$ cat src/sv/owsre_pkg.sv
// owsre_pkg.sv
// shared types, codes and the crc step of the search rom engine
// no dependencies
package owsre_pkg;

   // operation codes
   localparam logic [1:0] OpNewSearch = 2'd0;
   localparam logic [1:0] OpStartPass = 2'd1;
   localparam logic [1:0] OpBitPair   = 2'd2;

   // status codes
   localparam logic [2:0] StatusInProgress = 3'd0;
   localparam logic [2:0] StatusFound      = 3'd1;
   localparam logic [2:0] StatusNoPresence = 3'd2;
   localparam logic [2:0] StatusReadError  = 3'd3;
   localparam logic [2:0] StatusCrcError   = 3'd4;

   localparam int CodeWidth = 64;
   localparam int PosWidth  = 7;
   localparam int IdxWidth  = 6;
   localparam int CrcWidth  = 8;

   // last bit position, and last position that feeds the crc
   localparam logic [PosWidth-1:0] LastPos    = 7'd64;
   localparam logic [PosWidth-1:0] LastCrcPos = 7'd56;
   localparam logic [PosWidth-1:0] FirstPos   = 7'd1;

   // reflected dallas crc-8 polynomial
   localparam logic [CrcWidth-1:0] CrcPoly = 8'h8C;

   typedef struct packed {
      logic [1:0] operation;
      logic       presence;
      logic       bit_a;
      logic       bit_b;
   } item_type;

   typedef struct packed {
      logic                 write_bit;
      logic [2:0]           status;
      logic [CodeWidth-1:0] rom_code;
      logic                 search_done;
   } result_type;

   // one bit of the crc, lsb first
   function automatic logic [CrcWidth-1:0] crc_step(logic [CrcWidth-1:0] crc, logic data_bit);
      logic fb;
      fb = data_bit ^ crc[0];
      return (crc >> 1) ^ (fb ? CrcPoly : '0);
   endfunction

endpackage

$ cat src/sv/owsre_walk.sv
// owsre_walk.sv
// search state registers and the per-item decision logic
// depends on owsre_pkg
module owsre_walk (
   input  logic                  clock,
   input  logic                  reset,
   input  logic                  step_fire,
   input  owsre_pkg::item_type   item,
   output owsre_pkg::result_type result
);

   typedef struct packed {
      logic [owsre_pkg::CodeWidth-1:0] code_bits;
      logic [owsre_pkg::PosWidth-1:0]  last_disc;
      logic [owsre_pkg::PosWidth-1:0]  disc_mark;
      logic [owsre_pkg::PosWidth-1:0]  position;
      logic [owsre_pkg::CrcWidth-1:0]  crc;
      logic                            in_pass;
      logic                            finished;
   } walk_state_type;

   localparam walk_state_type ResetState = '{
      code_bits: '0,
      last_disc: '0,
      disc_mark: '0,
      position:  owsre_pkg::FirstPos,
      crc:       '0,
      in_pass:   1'b0,
      finished:  1'b0
   };

   walk_state_type state_ff, state_in;

   logic [owsre_pkg::IdxWidth-1:0]  idx;
   logic                            stored;
   logic                            chosen;
   logic                            mark_here;
   logic [owsre_pkg::CodeWidth-1:0] code_upd;
   logic [owsre_pkg::CrcWidth-1:0]  crc_upd;

   // direction choice for the current position
   always_comb begin
      idx       = owsre_pkg::IdxWidth'(state_ff.position - owsre_pkg::FirstPos);
      stored    = state_ff.code_bits[idx];
      mark_here = 1'b0;
      if (item.bit_a | item.bit_b) begin
         chosen = item.bit_a;
      end else if (state_ff.position == state_ff.last_disc) begin
         chosen = 1'b1;
      end else if (state_ff.position > state_ff.last_disc) begin
         chosen    = 1'b0;
         mark_here = 1'b1;
      end else begin
         chosen    = stored;
         mark_here = ~stored;
      end
      code_upd      = state_ff.code_bits;
      code_upd[idx] = chosen;
      crc_upd       = (state_ff.position <= owsre_pkg::LastCrcPos) ?
                      owsre_pkg::crc_step(state_ff.crc, chosen) : state_ff.crc;
   end

   // next state and result
   always_comb begin
      state_in = state_ff;
      result   = '0;
      result.status = owsre_pkg::StatusInProgress;
      case (item.operation)
         owsre_pkg::OpNewSearch: begin
            state_in = ResetState;
         end
         owsre_pkg::OpStartPass: begin
            if (!item.presence) begin
               state_in.in_pass = 1'b0;
               result.status    = owsre_pkg::StatusNoPresence;
            end else begin
               state_in.position  = owsre_pkg::FirstPos;
               state_in.disc_mark = '0;
               state_in.crc       = '0;
               state_in.in_pass   = 1'b1;
               state_in.finished  = 1'b0;
            end
         end
         owsre_pkg::OpBitPair: begin
            if (state_ff.in_pass) begin
               if (item.bit_a & item.bit_b) begin
                  state_in.in_pass   = 1'b0;
                  state_in.disc_mark = '0;
                  state_in.last_disc = '0;
                  state_in.finished  = 1'b0;
                  result.status      = owsre_pkg::StatusReadError;
               end else begin
                  state_in.code_bits = code_upd;
                  state_in.crc       = crc_upd;
                  result.write_bit   = chosen;
                  if (mark_here) begin
                     state_in.disc_mark = state_ff.position;
                  end
                  if (state_ff.position >= owsre_pkg::LastPos) begin
                     state_in.in_pass   = 1'b0;
                     state_in.last_disc = state_in.disc_mark;
                     state_in.finished  = (state_in.disc_mark == '0);
                     state_in.position  = owsre_pkg::FirstPos;
                     result.rom_code    = code_upd;
                     result.status      =
                        (code_upd[owsre_pkg::CodeWidth-1 -: owsre_pkg::CrcWidth] == crc_upd) ?
                        owsre_pkg::StatusFound : owsre_pkg::StatusCrcError;
                  end else begin
                     state_in.position = state_ff.position + owsre_pkg::FirstPos;
                  end
               end
            end
         end
         default: begin
         end
      endcase
      result.search_done = state_in.finished;
   end

   // search state
   always_ff @(posedge clock) begin
      if (reset) begin
         state_ff <= ResetState;
      end else if (step_fire) begin
         state_ff <= state_in;
      end
   end

endmodule

$ cat src/sv/owsre_rsp_reg.sv
// owsre_rsp_reg.sv
// result register with valid flag in front of the rsp channel
// depends on owsre_pkg
module owsre_rsp_reg (
   input  logic                  clock,
   input  logic                  reset,
   input  logic                  load,
   input  owsre_pkg::result_type result,
   input  logic                  rsp_tready,
   output logic                  rsp_valid,
   output owsre_pkg::result_type rsp_result,
   output logic                  rsp_free
);

   logic                  valid_ff, valid_in;
   owsre_pkg::result_type result_ff;

   // slot frees when empty or when the held result is taken
   assign rsp_free = ~valid_ff | rsp_tready;

   always_comb begin
      valid_in = valid_ff;
      if (load) begin
         valid_in = 1'b1;
      end else if (rsp_tready) begin
         valid_in = 1'b0;
      end
   end

   always_ff @(posedge clock) begin
      if (reset) begin
         valid_ff <= 1'b0;
      end else begin
         valid_ff <= valid_in;
      end
   end

   // payload, no reset
   always_ff @(posedge clock) begin
      if (load) begin
         result_ff <= result;
      end
   end

   assign rsp_valid  = valid_ff;
   assign rsp_result = result_ff;

endmodule

$ cat src/sv/onewire_search_rom_engine_core.sv
// onewire_search_rom_engine_core.sv
// top level of the 1-wire search rom decision engine
// depends on owsre_pkg, owsre_walk, owsre_rsp_reg
//
//   channel | direction | contents
//   req     | in        | one command or one read bit pair per transaction
//   rsp     | out       | one result per request transaction
//
// one transaction per cycle is accepted in steady state, while the rsp side is not stalled
// each item passes through an input register, then the result register
// the search state updates as an item moves from input to result register
// a stalled rsp side holds one result and one more request, then req_tready drops
// synchronous active-high reset clears the search state and both valid flags
module onewire_search_rom_engine_core (
   input  logic        clock,
   input  logic        reset,
   input  logic        req_tvalid,
   output logic        req_tready,
   input  logic [7:0]  req_tdata,   // presence, bit_a, bit_b, zero fill
   input  logic [1:0]  req_tuser,   // operation
   output logic        rsp_tvalid,
   input  logic        rsp_tready,
   output logic [71:0] rsp_tdata,   // write_bit, rom_code[63:0], search_done, zero fill
   output logic [2:0]  rsp_tuser    // status
);

   logic                  in_valid_ff, in_valid_in;
   owsre_pkg::item_type   in_item_ff;
   logic                  req_fire;
   logic                  step_fire;
   logic                  rsp_free;
   owsre_pkg::result_type step_result;
   owsre_pkg::result_type rsp_result;

   // handshake: item advances when the result slot is free
   assign step_fire  = in_valid_ff & rsp_free;
   assign req_tready = ~in_valid_ff | rsp_free;
   assign req_fire   = req_tvalid & req_tready;

   always_comb begin
      in_valid_in = in_valid_ff;
      if (req_fire) begin
         in_valid_in = 1'b1;
      end else if (step_fire) begin
         in_valid_in = 1'b0;
      end
   end

   // input register
   always_ff @(posedge clock) begin
      if (reset) begin
         in_valid_ff <= 1'b0;
      end else begin
         in_valid_ff <= in_valid_in;
      end
   end

   always_ff @(posedge clock) begin
      if (req_fire) begin
         in_item_ff.operation <= req_tuser;
         in_item_ff.presence  <= req_tdata[0];
         in_item_ff.bit_a     <= req_tdata[1];
         in_item_ff.bit_b     <= req_tdata[2];
      end
   end

   owsre_walk u_walk (
      .clock     (clock),
      .reset     (reset),
      .step_fire (step_fire),
      .item      (in_item_ff),
      .result    (step_result)
   );

   owsre_rsp_reg u_rsp_reg (
      .clock      (clock),
      .reset      (reset),
      .load       (step_fire),
      .result     (step_result),
      .rsp_tready (rsp_tready),
      .rsp_valid  (rsp_tvalid),
      .rsp_result (rsp_result),
      .rsp_free   (rsp_free)
   );

   // result packing
   assign rsp_tdata = {6'b0, rsp_result.search_done, rsp_result.rom_code, rsp_result.write_bit};
   assign rsp_tuser = rsp_result.status;

endmodule

$ cat config.mk
export PLATFORM = sky130hd
export DESIGN_NAME = onewire_search_rom_engine_core
export DESIGN_NICKNAME = d
export VERILOG_FILES = /design/src/sv/owsre_pkg.sv /design/src/sv/owsre_walk.sv /design/src/sv/owsre_rsp_reg.sv /design/src/sv/onewire_search_rom_engine_core.sv
export SDC_FILE = /design/constraint.sdc
export NUM_CORES = 1
export LEC_CHECK = 0
export BUFFER_PORTS_ARGS = -buffer_cell sky130_fd_sc_hd__buf_2
export CORE_ASPECT_RATIO = 0.6
export CORE_MARGIN = 1.5
export CORE_UTILIZATION = 64
export DETAILED_ROUTE_END_ITERATION = 8
export GPL_TIMING_DRIVEN = 0
export HOLD_SLACK_MARGIN = 0.12
export PLACE_DENSITY_LB_ADDON = 0.08
export SYNTH_ARGS = -nofsm -noshare
export SYNTH_HDL_FRONTEND = slang
export SYNTH_SLANG_ARGS = --single-unit
$ cat constraint.sdc
create_clock -name clock -period 6.55 [get_ports clock]
set_input_delay 0.655 -clock clock [delete_from_list [all_inputs] [get_ports clock]]
set_output_delay 0.655 -clock clock [all_outputs]
set_load 0.02 [all_outputs]
; Yosys cells after proc, flatten, opt, wreduce, memory -nomap -nowiden
; Index checks and enable logic that the tools add are counted.
[word_totals]
regBits = 171
elab_cells = 101
[classes]
add_sub_neg = 2
order_cmp = 5
n_eq_ne = 8
mux = 41
bitwise = 14
n_reduce_logical = 14
[ops]
columns = operator, n
row1 = $pmux W71 S2, 1
row2 = $mux W67, 2
row3 = $mux W64, 2
row4 = $mux W95, 1
row5 = $pmux W24 S3, 1
row6 = $bwmux W64, 1
row7 = $mux W7, 6
row8 = $mux W22, 1
row9 = $mux W8, 2
row10 = $mux W15, 1
row11 = $mux W1, 14
row12 = $mux W14, 1
row13 = $reduce_and A4 Y1, 3
row14 = $eq A8 B8 Y1, 1
row15 = $xor A7 B8 Y8, 1
row16 = $add A7 B1 Y7 const B, 1
row17 = $eq A7 B7 Y1, 1
row18 = $ge A7 B7 Y1 const B, 1
row19 = $gt A7 B7 Y1, 1
row20 = $le A7 B6 Y1 const B, 1
row21 = $logic_not A7 Y1, 1
row22 = $lt A6 B7 Y1 const B, 1
row23 = $bmux W1 S6, 1
row24 = $demux W1 S6, 1
row25 = 22 further kinds, 37

; Depth between registers and ports, before layout
; Gate-level depths: netlist (run 1).
[depth]
ltp_word = 16
depth_mapped = 16

; By module
; From an unflattened synthesis (run 1), not the netlist that was laid out.
[unflattened]
hier_cells = 1036
hier_area_um2 = 9251.4
[modules_own_cells]
columns = mod, n_inst, cells_per_inst, area_each_um2
row1 = owsre_walk, 1, 945, 6871.6
row2 = owsre_rsp_reg, 1, 73, 2118.3
row3 = onewire_search_rom_engine_core, 1, 18, 261.5

; Least setup slack after synthesis (run 1)
; No wires, ideal clock.
[synth_timing]
path_kind = input to register
from = input port rsp_tready
to = register u_walk.state_ff[15] (netlist bit)
arrival_time_ns = 3.908
path_slack_ns = 2.572
cell_stages = 8
n_path_buf = 0
cell_sequence = nor2b_1 > nand2b_1 > inv_1 > nand2_1 > a31oi_1 > nand4_1 > or3_1 > a21oi_1
[synth_between]
elab_chain_cells = 3
[synth_rtl]
columns = element, line_no
row1 = "start, declared", onewire_search_rom_engine_core.sv:22  ; input logic rsp_tready,
row2 = $or A1 B1 Y1, owsre_rsp_reg.sv:19  ; assign rsp_free = ~valid_ff | rsp_tready;
row3 = $and A1 B1 Y1, onewire_search_rom_engine_core.sv:36  ; assign step_fire = in_valid_ff & rsp_free;
row4 = named net step_fire, onewire_search_rom_engine_core.sv:30  ; logic step_fire;
row5 = $reduce_and A5 Y1 (no source line), n/a
row6 = "end signal, assigned", owsre_walk.sv:123  ; state_ff <= ResetState;
row7 = "end signal, assigned", owsre_walk.sv:125  ; state_ff <= state_in;
row8 = "end, declared", owsre_walk.sv:32  ; walk_state_type state_ff, state_in;
; The timed path passes the listed nets, and every way through them passes these cells.
; A chain may end at the register's enable or synchronous reset.

==> metrics.yaml, run 1 <==
status: "completed"
m1WireLength_um: 11600
met3_length_um: 3700
p_total_w: 0.00235
utilization: 0.748
dp.cells: 1274
syn2layout_area_growth_pct: 13.5
critPathKind: "register to register"
syn_area_per_cell_um2: 9.09
yosysMostFrequentCell: "nor2_1"
clk_pin_slew_ps: 80
fmax_mhz: 194
wire_per_inst_um: 20.1
clock-sinks: 171
coreArea_um2: 13700
dr_total_vias: 8479
hold_path_class: "input pin to register"
routed.top_layer: "met4"
antenna_found_initial: 0
cts_hold_buf: 0
ant_nets: 0
io_buffers: 79
p_leak_nw: 3.37
grt_overflow: 0
worst_pin_slew_ps: 1030
synth_edf_count: 74
crit_path_start_kind: "register"
antennaDiodeCount: 0
cp.required_ps: 6740
setup_viol: 0
routed_via_density: 6.49
hpwl_um: 18200
ios: 91
syn_area_um2: 9070
drv_cap: 0
cts_tree: "yes"
cts_resized: 0
grt_max_degree: 74
ir_drop_mv: 0.169
drive_above_1_share: 0.147
netlist_top_cells_area: "edfxtp_1 (25%), dfxtp_1 (21%), nor2_1 (9.6%), a22oi_1 (5.9%), a211oi_1 (5.2%)"
drv_slew: 0
postCtsSetupBuffers: 0
die_height_um: 95.2
met2WireLength_um: 10500
cp-end-kind: "register"
die_x_um: 157
dr.pass1.iters: 6
cp_max_fo: 11
ys_seq_area_frac: 0.459
power_density_nw_per_um2: 228
final_nets: 1129
initial_core_util: 0.659
yosys_register_bits: 171
ys_async_sr_fraction: 0
ys_types: 72
drt-initial-drc-count: 1442
tns_ps: 0
clock_skew_ps: 18.0
dieArea_um2: 14900
finalCritPeriodShare: 0.789
final-hold-violation-count: 0
clkLatencyLatePin_ps: 440
yosys_warnings: 0
cts_htree_levels: 4
arrival_ps: 5350
grt_pass1_vias: 7663
cts_buffers: 17
grt_util_all_layers: 0.362
synth_cells: 998
grt_pass1_wl_um: 41100
cts_root_buf: "clkbuf_16"
drcViolationCount: 0
stdcell_count: 1306
routed_wl_um: 26200
rows: 33
synth_common_cells: "nor2_1 (231), dfxtp_1 (97), o21ai_0 (79)"
finalCriticalPeriod_ps: 5170
yosys_most_used_dff: "dfxtp_1"
cts.path.max_buffers: 2
synth_top_area_cell: "edfxtp_1"
rsz0062_at_grt: "no"
gp_congestion: 0.980
netlist.area_leader.share: 0.245
slew-limit-headroom: 0.311
## flip-flops by register name, summed over array words and instances, names as in the netlist
| register | cells |
|---|---|
| u_walk.state_ff | 95 |
| u_rsp_reg.rsp_valid | 1 |
| in_valid_ff | 1 |
| in_item_ff | 5 |
| u_rsp_reg.rsp_result | 69 |
## power breakdown
part	leakage (nW)	internal, W	switching, W	total, W
Clock	0.268	0.000518	0.000456	0.000974
Combinational	1.67	0.0000625	0.000170	0.000232
Sequential	1.44	0.00113	0.00000824	0.00114
## final cells by class
class                   count  area, um2
clock buffers              19        454
clock inverters            13        109
multi-input cells         738       4500
flip-flops and latches    171       4160
plain buffers              73        340
inverters                  21       81.3
repair buffers             79        395
well taps                 192        240
fillers                  1013       3460
## worst max-delay path: stages (launching register included)
cell and delay (ps):
dfxtp_1 350, buf_6 150, inv_2 180, ha_1 400, buf_2 260, buf_2 320, buf_1 580, nand3_1 680
nor2_2 380, o2111ai_1 160, o21ai_0 520, xnor2_1 150, nor4b_2 230, nand4_1 170, o311a_1 390
## worst paths after layout
path,to,cells after the start,from,slack [ps]
worst max-delay path,u_rsp_reg.rsp_result[67],14,u_walk.state_ff[10],1380
worst min-delay path,in_item_ff[4],1,req_tuser[1],390
worst max register to register,u_rsp_reg.rsp_result[67],14,u_walk.state_ff[10],1380
worst min register to register,u_walk.state_ff[29],2,u_walk.state_ff[29],510
## cell families after synthesis
family                     count (synthesis)  synth area share
xor gates and xnor gates                  21            0.0235
buffers and inverters                     94            0.0462
AOI/OAI and AO/OA                        289             0.217
muxes                                     35            0.0501
DFF                                      171             0.459
adders and majority gates                 14            0.0193
and+or+nand+nor                          373             0.184
other                                      1          0.000414
## through the flow
stage / hold slack [ps] / area [um2] / setup slack, ps
after floorplan: 457 / 9090 / 2570
after global routing: 390 / 10300 / 1290
after global placement: 473 / 9720 / 1220
after CTS: 391 / 10300 / 1690
after detailed placement: 481 / 9720 / 1720
final: 389 / 10300 / 1380
## cell usage in the layout, fill, tap and decap left out, types with 4 or more instances in the layout
| master | count |
|---|---|
| nor2_1 | 231 |
| dfxtp_1 | 97 |
| buf_2 | 93 |
| o21ai_0 | 79 |
| edfxtp_1 | 74 |
| a22oi_1 | 71 |
| a211oi_1 | 63 |
| clkbuf_1 | 48 |
| nand2_1 | 36 |
| a21oi_1 | 34 |
| nor3_1 | 27 |
| mux2i_1 | 24 |
| inv_1 | 18 |
| clkbuf_16 | 18 |
| ha_1 | 14 |
| xnor2_1 | 11 |
| nand3_1 | 10 |
| nor2b_1 | 9 |
| buf_4 | 9 |
| mux4_2 | 8 |
| nand4_1 | 8 |
| xor2_1 | 7 |
| nor3b_1 | 7 |
| or3_1 | 7 |
| and2_1 | 7 |
| nand2b_1 | 7 |
| conb_1 | 6 |
| o211ai_1 | 5 |
| and3_1 | 5 |
| nor4_1 | 4 |
## layer usage
metal | vias to the layer above | track usage
met5 | - | 0
li1 | 3864 | -
met4 | 0 | 0.102
met2 | 631 | 0.507
met3 | 55 | 0.114
met1 | 3929 | 0.536
(Power assumes the default switching activity.)
==> inputs of run 2 (changes only) <==
CORE_UTILIZATION = 54   (was 64)
clock period = 4.3 ns   (was 6.55 ns; I/O delays follow)
==> metrics.yaml, run 2 (synthesis results as in run 1) <==
finalInstanceArea_um2: 10500  # +2.1%
finalCriticalPeriod_ps: 4240  # -928 ps
seq_power_share: 0.474  # -0.012
largest-register: "u_walk.state_ff"
largest_reg_flops: 95  # unchanged
grt_overflow: 0  # unchanged
dp.cells: 1310  # +2.8%
antenna_found_initial: 0  # unchanged
p_leak_nw: 3.44  # +2.2%
slew-limit-headroom: 0.354  # +0.0428
dr_total_vias: 8340  # -1.6%
grt_max_degree: 74  # unchanged
critical_path.max_stage_delay_ps: 370  # -310 ps
coreArea_um2: 16300  # +19%
critPathKind: "register to register"
clkLatencyLatePin_ps: 440  # about the same
clock_skew_ps: 13.0  # -4.94 ps
worst_pin_slew_ps: 969  # -59.4 ps
ios: 91  # unchanged
cts_tree: "yes"
gp_congestion: 0.962  # -1.8%
drcViolationCount: 0  # unchanged
rsz0062_at_grt: "yes"
clkPwrFrac: 0.425  # +0.010
routed_via_density: 6.20  # -4.5%
tns_ps: 0  # unchanged
crit_top_cell: "buf_6"
antennaDiodeCount: 0  # unchanged
switching_share: 0.261  # -0.00851
power_frac_comb: 0.100  # about the same
rows: 36  # +9.1%
clock-sinks: 171  # unchanged
ir_drop_mv: 0.257  # +52%
arrival_ps: 4430  # -920 ps
die_height_um: 103  # +8.6%
fillers: 1388  # +37%
status: "completed"
final-hold-violation-count: 0  # unchanged
ant_nets: 0  # unchanged
hold_path_class: "input pin to register"
stdcell_count: 1345  # +3.0%
routed_wl_um: 26900  # +2.5%
clk_pin_slew_ps: 70  # about the same
fin_ws_ps: 61.9  # -1320 ps
initial_core_util: 0.556  # -0.103
grt_pass1_vias: 7197  # -6.1%
cts_root_buf: "clkbuf_16"
grt_util_all_layers: 0.313  # -0.0497
grt_pass1_wl_um: 40800  # -0.64%
dieArea_um2: 17600  # +18%
final_cell_mix: "nor2_1 (230), dfxtp_1 (97), buf_2 (90)"
crit_path_start_kind: "register"
cts.path.max_buffers: 2  # unchanged
cp.required_ps: 4490  # -2250 ps
wire_per_inst_um: 20.0  # -0.48%
dr.pass1.iters: 7  # +1
p_int_w: 0.00271  # +58%
switching_power_w: 0.000959  # +51%
die_x_um: 170  # +8.7%
drt-initial-drc-count: 1002  # -31%
cp_max_fo: 11  # unchanged
setup_viol: 0  # unchanged
final_nets: 1132  # +0.27%
drv_cap: 0  # unchanged
finalCritPeriodShare: 0.986  # +0.197
multi_input_area_um2: 4590  # +1.9%
fmax_mhz: 236  # +22%
hpwl_um: 18900  # +3.9%
crit_path_top_delay_cell: "ha_1"
placed_area_um2: 9770  # +0.46%
drv_slew: 0  # unchanged
power_density_nw_per_um2: 349  # +53%
io_buffers: 79  # unchanged
cts_htree_levels: 4  # unchanged
path_cells: "buf_6 > inv_4 > ha_1 > clkbuf_4 > buf_4 > buf_6 > mux4_2 > mux2i_1 > a32oi_1 > o211a_4 > a31oi_4 > buf_6 > mux2i_1 > nor4b_2 > nand4_1 > o311a_1"
post-place-ws_ps: -528  # -2240 ps
drive_above_1_share: 0.162  # +0.0148
syn2layout_area_growth_pct: 15.8
cp-end-kind: "register"
seq_area_um2: 4160  # unchanged
cts_buffers: 17  # unchanged
layout_commonest_cell: "nor2_1"
run 2: cell types whose count changed in the layout (fill, tap and decap cells not counted), sizes merged:
cell and delta:
buf +2, bufinv +2, clkbuf +2, clkinv -2
inv -2, clkinvlp +1
run 2: worst max-delay path, delay by kind of cell (launching register included):
family,cells,cell delay (ps)
compound gates,4,970
fa+ha+maj,1,370
buf+inv,6,1140
flops,1,360
mux,3,680
simple gates,2,440
run 2: what timing repair did:
action / 4_1_cts / 5_1_grt
hold buffers: 0 / 0
gates resized for setup: 15 / 13
setup buffers: 2 / 1
setup endpoints to repair: 140 / 89
pin swaps: 2 / 1
run 2: routing by layer:
layer / up-vias / global-route usage / part of all wire
met5: - / 0 / 0
met4: 0 / 0.108 / 0.018
met3: 48 / 0.105 / 0.13
met2: 521 / 0.395 / 0.38
met1: 3883 / 0.483 / 0.48
li1: 3888 / - / -
run 2: through the flow:
step | total power (W) | utilization | hold WS [ps]
5_1_grt | 0.00376 | 0.644 | 159
3_3_place_gp | 0.00212 | 0.599 | 473
2_1_floorplan | 0.00201 | - | 457
4_1_cts | 0.00365 | 0.640 | 159
6_report | 0.00367 | 0.644 | 162
3_5_place_dp | 0.00212 | 0.599 | 475
run 2: layout make-up:
type	count	area share
Inverter	21	0.00798
Timing Repair Buffer	82	0.0410
Clock inverter	12	0.0132
Multi-Input combinational cell	738	0.437
Buffer	73	0.0347
Tap cell	228	0.0272
Clock buffer	20	0.0425
Sequential cell	171	0.397
run 2: worst paths after layout:
| check | from | to | slack, ps | cells after the start |
|---|---|---|---|---|
| worst max register to register | u_walk.state_ff[10] | u_rsp_reg.rsp_result[67] | 60 | 16 |
| worst max-delay path | u_walk.state_ff[10] | u_rsp_reg.rsp_result[67] | 60 | 16 |
| worst min register to register | u_walk.state_ff[30] | u_walk.state_ff[30] | 490 | 2 |
| worst min-delay path | req_tdata[2] | in_item_ff[0] | 160 | 1 |
run 2: power by group through the flow:
stage | sequential (W) | clock, W | combinational, W
global route | 0.00174 | 0.00163 | 0.000392
finish | 0.00174 | 0.00156 | 0.000367
floorplan | 0.00182 | 0 | 0.000187
global placement | 0.00178 | 0 | 0.000343
CTS | 0.00174 | 0.00156 | 0.000353
detailed placement | 0.00178 | 0 | 0.000344
